--- src/rtl/union_find_engine_assert.svh ---
// Assertion macros shared by the union-find engine modules.
// The asserting module must have i_clk and i_rst_n ports.
`ifndef UNION_FIND_ENGINE_ASSERT_SVH
`define UNION_FIND_ENGINE_ASSERT_SVH

// Same-cycle implication, checked out of reset.
`define UFE_ASSERT_IMP(lbl, ante, cons, msg) \
    lbl: assert property (@(posedge i_clk) disable iff (!i_rst_n) (ante) |-> (cons)) \
        else $error(msg);

// Next-cycle implication, checked out of reset.
`define UFE_ASSERT_NXT(lbl, ante, cons, msg) \
    lbl: assert property (@(posedge i_clk) disable iff (!i_rst_n) (ante) |=> (cons)) \
        else $error(msg);

`endif

--- src/rtl/ufe_pkg.sv ---
package ufe_pkg;

    localparam int NODES_DEF = 1024;
    localparam int NW        = 10;
    localparam int RANK_W    = 4;
    localparam int SIZE_W    = 11;

    localparam logic [RANK_W-1:0] RANK_MAX = 4'd15;
    localparam logic [SIZE_W-1:0] SIZE_MAX = 11'd2047;

    localparam logic OP_FIND   = 1'b0;
    localparam logic OP_UNION  = 1'b1;
    localparam logic MODE_RANK = 1'b0;
    localparam logic MODE_SIZE = 1'b1;
    localparam logic SIDE_A    = 1'b0;
    localparam logic SIDE_B    = 1'b1;

    typedef enum logic [3:0] {
        S_CLEAR,
        S_IDLE,
        S_W_ISSUE,
        S_W_WALK,
        S_C_ISSUE,
        S_C_WALK,
        S_L_RD_A,
        S_L_RD_B,
        S_L_DO,
        S_RESP
    } t_state;

    typedef struct packed {
        logic clr_step;
        logic load_in;
        logic walk_issue;
        logic walk_step;
        logic walk_root;
        logic comp_issue;
        logic comp_step;
        logic comp_done;
        logic link_rd_a;
        logic link_rd_b;
        logic link;
        logic out_load;
    } t_dp_cmd;

    typedef struct packed {
        logic in_ok;
        logic op;
        logic side;
        logic at_root;
        logic cur_is_root;
        logic comp_end;
        logic roots_eq;
        logic clr_last;
    } t_dp_sts;

endpackage

--- src/rtl/ufe_ctrl.sv ---
`include "union_find_engine_assert.svh"

module ufe_ctrl
    import ufe_pkg::*;
(
    input  logic    i_clk,
    input  logic    i_rst_n,
    input  logic    i_valid,
    output logic    o_stall,
    output logic    o_valid,
    input  logic    i_stall,
    input  t_dp_sts i_sts,
    output t_dp_cmd o_cmd
);

    t_state r_state, n_state;
    logic   r_out_valid, n_out_valid;
    logic   out_free;

    assign out_free = !r_out_valid || !i_stall;

    always_ff @(posedge i_clk) begin
        if (!i_rst_n) begin
            r_state     <= S_CLEAR;
            r_out_valid <= 1'b0;
        end else begin
            r_state     <= n_state;
            r_out_valid <= n_out_valid;
        end
    end

    // next state
    always_comb begin
        n_state = r_state;
        case (r_state)
            S_CLEAR: begin
                if (i_sts.clr_last) n_state = S_IDLE;
            end
            S_IDLE: begin
                if (i_valid) n_state = i_sts.in_ok ? S_W_ISSUE : S_RESP;
            end
            S_W_ISSUE: n_state = S_W_WALK;
            S_W_WALK: begin
                if (i_sts.at_root) n_state = S_C_ISSUE;
            end
            S_C_ISSUE: begin
                if (!i_sts.cur_is_root) begin
                    n_state = S_C_WALK;
                end else if (i_sts.side == SIDE_A) begin
                    n_state = (i_sts.op == OP_UNION) ? S_W_ISSUE : S_RESP;
                end else begin
                    n_state = i_sts.roots_eq ? S_RESP : S_L_RD_A;
                end
            end
            S_C_WALK: begin
                if (i_sts.comp_end) n_state = S_C_ISSUE;
            end
            S_L_RD_A: n_state = S_L_RD_B;
            S_L_RD_B: n_state = S_L_DO;
            S_L_DO:   n_state = S_RESP;
            S_RESP: begin
                if (out_free) n_state = S_IDLE;
            end
            default: n_state = S_CLEAR;
        endcase
    end

    // outputs
    always_comb begin
        o_cmd       = '0;
        n_out_valid = i_stall ? r_out_valid : 1'b0;
        case (r_state)
            S_CLEAR:   o_cmd.clr_step   = 1'b1;
            S_IDLE:    o_cmd.load_in    = i_valid;
            S_W_ISSUE: o_cmd.walk_issue = 1'b1;
            S_W_WALK: begin
                o_cmd.walk_root = i_sts.at_root;
                o_cmd.walk_step = !i_sts.at_root;
            end
            S_C_ISSUE: begin
                o_cmd.comp_issue = !i_sts.cur_is_root;
                o_cmd.comp_done  = i_sts.cur_is_root;
            end
            S_C_WALK:  o_cmd.comp_step = 1'b1;
            S_L_RD_A:  o_cmd.link_rd_a = 1'b1;
            S_L_RD_B:  o_cmd.link_rd_b = 1'b1;
            S_L_DO:    o_cmd.link      = 1'b1;
            S_RESP: begin
                o_cmd.out_load = out_free;
                if (out_free) n_out_valid = 1'b1;
            end
            default: o_cmd = '0;
        endcase
    end

    assign o_stall = (r_state != S_IDLE);
    assign o_valid = r_out_valid;

    `UFE_ASSERT_NXT(a_accept_busy, i_valid && !o_stall, o_stall, "input taken while busy")
    `UFE_ASSERT_IMP(a_clear_no_out, r_state == S_CLEAR, !r_out_valid, "result during clear")
    `UFE_ASSERT_NXT(a_link_resp, r_state == S_L_DO, r_state == S_RESP, "link not followed by result")

endmodule

--- config.mk ---
export PLATFORM = sky130hd
export DESIGN_NAME = ufe_ctrl
export DESIGN_NICKNAME = d
export VERILOG_FILES = /design/src/rtl/ufe_pkg.sv /design/src/rtl/ufe_ctrl.sv
export VERILOG_INCLUDE_DIRS = /design/src /design/src/rtl
export SDC_FILE = /design/constraint.sdc
export NUM_CORES = 1
export LEC_CHECK = 0
export BUFFER_PORTS_ARGS = -buffer_cell sky130_fd_sc_hd__buf_2
export CAP_MARGIN = 20
export CORE_AREA = 2 2 39 41
export DETAILED_ROUTE_END_ITERATION = 12
export DIE_AREA = 0 0 41 43
export PLACE_DENSITY = 0.65
export SYNTH_ARGS = -nofsm -noshare
export SYNTH_HDL_FRONTEND = slang
export SYNTH_SLANG_ARGS = --single-unit
--- constraint.sdc ---
create_clock -name i_clk -period 2.7 [get_ports i_clk]
set_clock_uncertainty 0.2 [all_clocks]
set_input_delay 0.27 -clock i_clk [delete_from_list [all_inputs] [get_ports i_clk]]
set_output_delay 0.27 -clock i_clk [all_outputs]
set_load 0.005 [all_outputs]
==> key figures <==
Status
  – Status: finished, final reports clean

Synthesis
  – Register bit total from synthesis: 5
  – Largest family of logic cells by synthesized area: simple AND/OR/NAND/NOR gates
  – Synth area leader: dfxtp_1
  – Multiplexer share of the synthesized area: under 10%
  – Post-Syn Area: 486.7 sq um
  – Synth Area in XOR/XNOR: 0%
  – Main flop type after synthesis: dfxtp_1
  – Ys async rst share: 0%
  – Post-Synth Adder-Cell Area: 0%
  – Synth unique cells: 28
  – EDFF count, synth: 0
  – Top cells by area, synth: dfxtp_1, nor3_1, nand2b_1
  – Synthesized area per cell: 6.855 sq um
  – Sequential fraction of the synthesis area: between 20% and 30%
  – Warnings from Yosys: 0
  – Compound-Gate Fraction of Synth Area: 28.53%
  – Syn nets: between 80 and 90
  – Post-synth top area share: a little over 20%
  – Synth Instances: 71
  – Post-synthesis simple-gate area fraction: between 40% and 50%

Clock tree
  – CTS HTree Levels: 1
  – Total CTS buffers: 3
  – CTS tree: done
  – Root Buffer: clkbuf_4
  – Hold_buf cts: 0
  – Post_cts resized: 0
  – Skew-Pair Late Insertion Delay: ~250 ps
  – Clk slew on worst S/H paths: roughly 40 ps
  – Sink Count: 5
  – Setup Buffers After CTS: 0
  – Clk buf depth: 2

Floorplan
  – Area of the core: between 1000 and 1500 sq um
  – Die area: between 1500 and 2000 sq um
  – Row count: 14
  – Die Y-Extent: around 43 microns
  – Initial Util: 35.17%
  – # IOs: 26
  – Die width: just over 40 microns

Timing
  – Fin. Hold Viols: 0
  – Worst slew pin tran: 582.7 ps
  – Final Cycle Share: just under 80%
  – Final WS setup: 602.1 ps
  – Setup TNS Final: 0 ps
  – Slew Viols, Final: 0
  – Min Tclk post-route: ~2100 ps
  – RSZ-0062 raised after global routing: no
  – Slew Limit Headroom: roughly 61%
  – Maximum clock rate: 0.4767 GHz
  – Count of final setup violators: 0

Critical path
  – Critical Path Source Type: flop
  – Nature of the critical path endpoint: output port
  – Critical-path cell list: nor2_1, nand3_1, a21oi_1, buf_2
  – Worst EP required: around 2200 ps
  – Slowest stage delay, CP: 460 ps
  – Critical path type: reg -> out
  – Worst Path Arrival: approximately 1600 ps
  – Slowest CP cell: nor2_1
  – Max Fanout on Critical Path: 14

Cells and area
  – Most common cell after layout, fill and taps aside: buf_2
  – Area growth from synthesis to layout: 29.56%
  – Commonest cells after routing, fill and taps aside: buf_2, nor2_1, nor3_1
  – Layout cells sized above 1: between 30% and 40%
  – ANT cells: 0
  – Final-stage net count: approximately 110

Run
  – Maxcap violations: 0

Power
  – Power per Cell Area: between 400 and 500 nW/um^2
  – Peak VDD IR: 0.2795 mV
  – Leak: roughly 0.30 nW

GRT
  – Total GRT Usage: approximately 17%
  – First-pass GRT wire length: 2028 microns
  – Remaining Overflow, GRT: 0
  – Initial antenna violation count: 0
  – Vias in the first global route: 500
  – Largest net degree at the start of global routing: 20

Routing
  – Post-route DRC: 0
  – Post-route ant nets: 0
  – Wire length per cell: approximately 12 microns
  – DRT Wirelength: between 1000 and 1500 microns
  – DR pass1 iterations: 4
  – DR iter-0 viols: 7
  – Vias per cell: 5.261
  – Vias: between 500 and 600

Placed design
  – Port Buffers: 25
  – Final Wtd Congestion: ~0.84
  – Post-DP HPWL: around 950 microns
  – Dpl ws: slightly above 700 ps

Worst hold path
  – Hold Crit Class: in -> reg
-- metal layers --
layer  wire (microns)  global-route usage, %
met1              557                  19.03
met2              642                  27.50
met3               87                  6.806
met4                0                  3.333
met5                0                      0
-- state kept, by name (all words and copies together), names as in the netlist --
| signal | flops |
|---|---|
| r_state | 4 |
| o_valid | 1 |
-- metrics by stage --
stage / hold WS (ps) / cells / utilization, % / area, sq um / total power, mW
floorplan: 187.5 / 71 / - / 486.7 / 0.1551
global placement: 344.1 / 107 / 43.67 / 604.3 / 0.1765
detailed placement: 344.6 / 107 / 43.67 / 604.3 / 0.1782
CTS: 99.23 / 111 / 45.57 / 630.6 / 0.2690
global route: 114.6 / 111 / 45.57 / 630.6 / 0.2850
finish: 101.6 / 111 / 45.57 / 630.6 / 0.2656
-- cell usage after synthesis, types with 3 or more instances --
cell      count
nor2_1        8
nor3_1        7
nand2_1       6
a21oi_1       5
dfxtp_1       5
nand2b_1      5
clkbuf_1      3
inv_1         3
nand3_1       3
nor2b_1       3
-- report_power, final --
group / internal (mW) / total, mW / leakage [nW] / switching (mW)
clock: 0.0560 / 0.0886 / 0.0150 / 0.0326
combinational: 0.0416 / 0.0799 / 0.239 / 0.0382
sequential: 0.0788 / 0.0972 / 0.0407 / 0.0184
total: 0.176 / 0.266 / 0.295 / 0.0893
-- area by class of cell --
class                           count  area, sq um
Fill cell                         146        753.2
Clock buffer                        4        26.28
Timing Repair Buffer               25        125.1
Multi-Input combinational cell     58        347.8
Tap cell                           16        20.02
Sequential cell                     5        100.1
Inverter                            3        11.26
-- worst max-delay path, delay by kind of cell, from the launching register on --
family	cells	cell delay, ps
buffers and inverters	1	130
AND/OR/NAND/NOR	2	680
AO/OA/AOI/OAI	1	160
flip-flops	1	420
-- logic make-up (layout without fill, tap and decap cells) --
logic type	count (synthesis)	in the layout
DFF	5	5
and+or+nand+nor	38	38
buffers and inverters	8	32
muxes	1	1
AOI/OAI and AO/OA	19	19
-- worst paths after layout --
kind                                               from                       to  slack [ps]  depth (start not counted)
worst max-delay path            r_state[1]$_SDFFE_PN0P_                 o_cmd[0]         600                          4
worst min-delay path                            i_rst_n  r_state[2]$_SDFFE_PN0P_         100                          2
worst max register to register  r_state[0]$_SDFFE_PN0P_  r_state[2]$_SDFFE_PN0P_         720                          5
worst min register to register       o_valid$_SDFF_PN0_       o_valid$_SDFF_PN0_         390                          2
No activity file was read; power rests on OpenSTA's default activity.
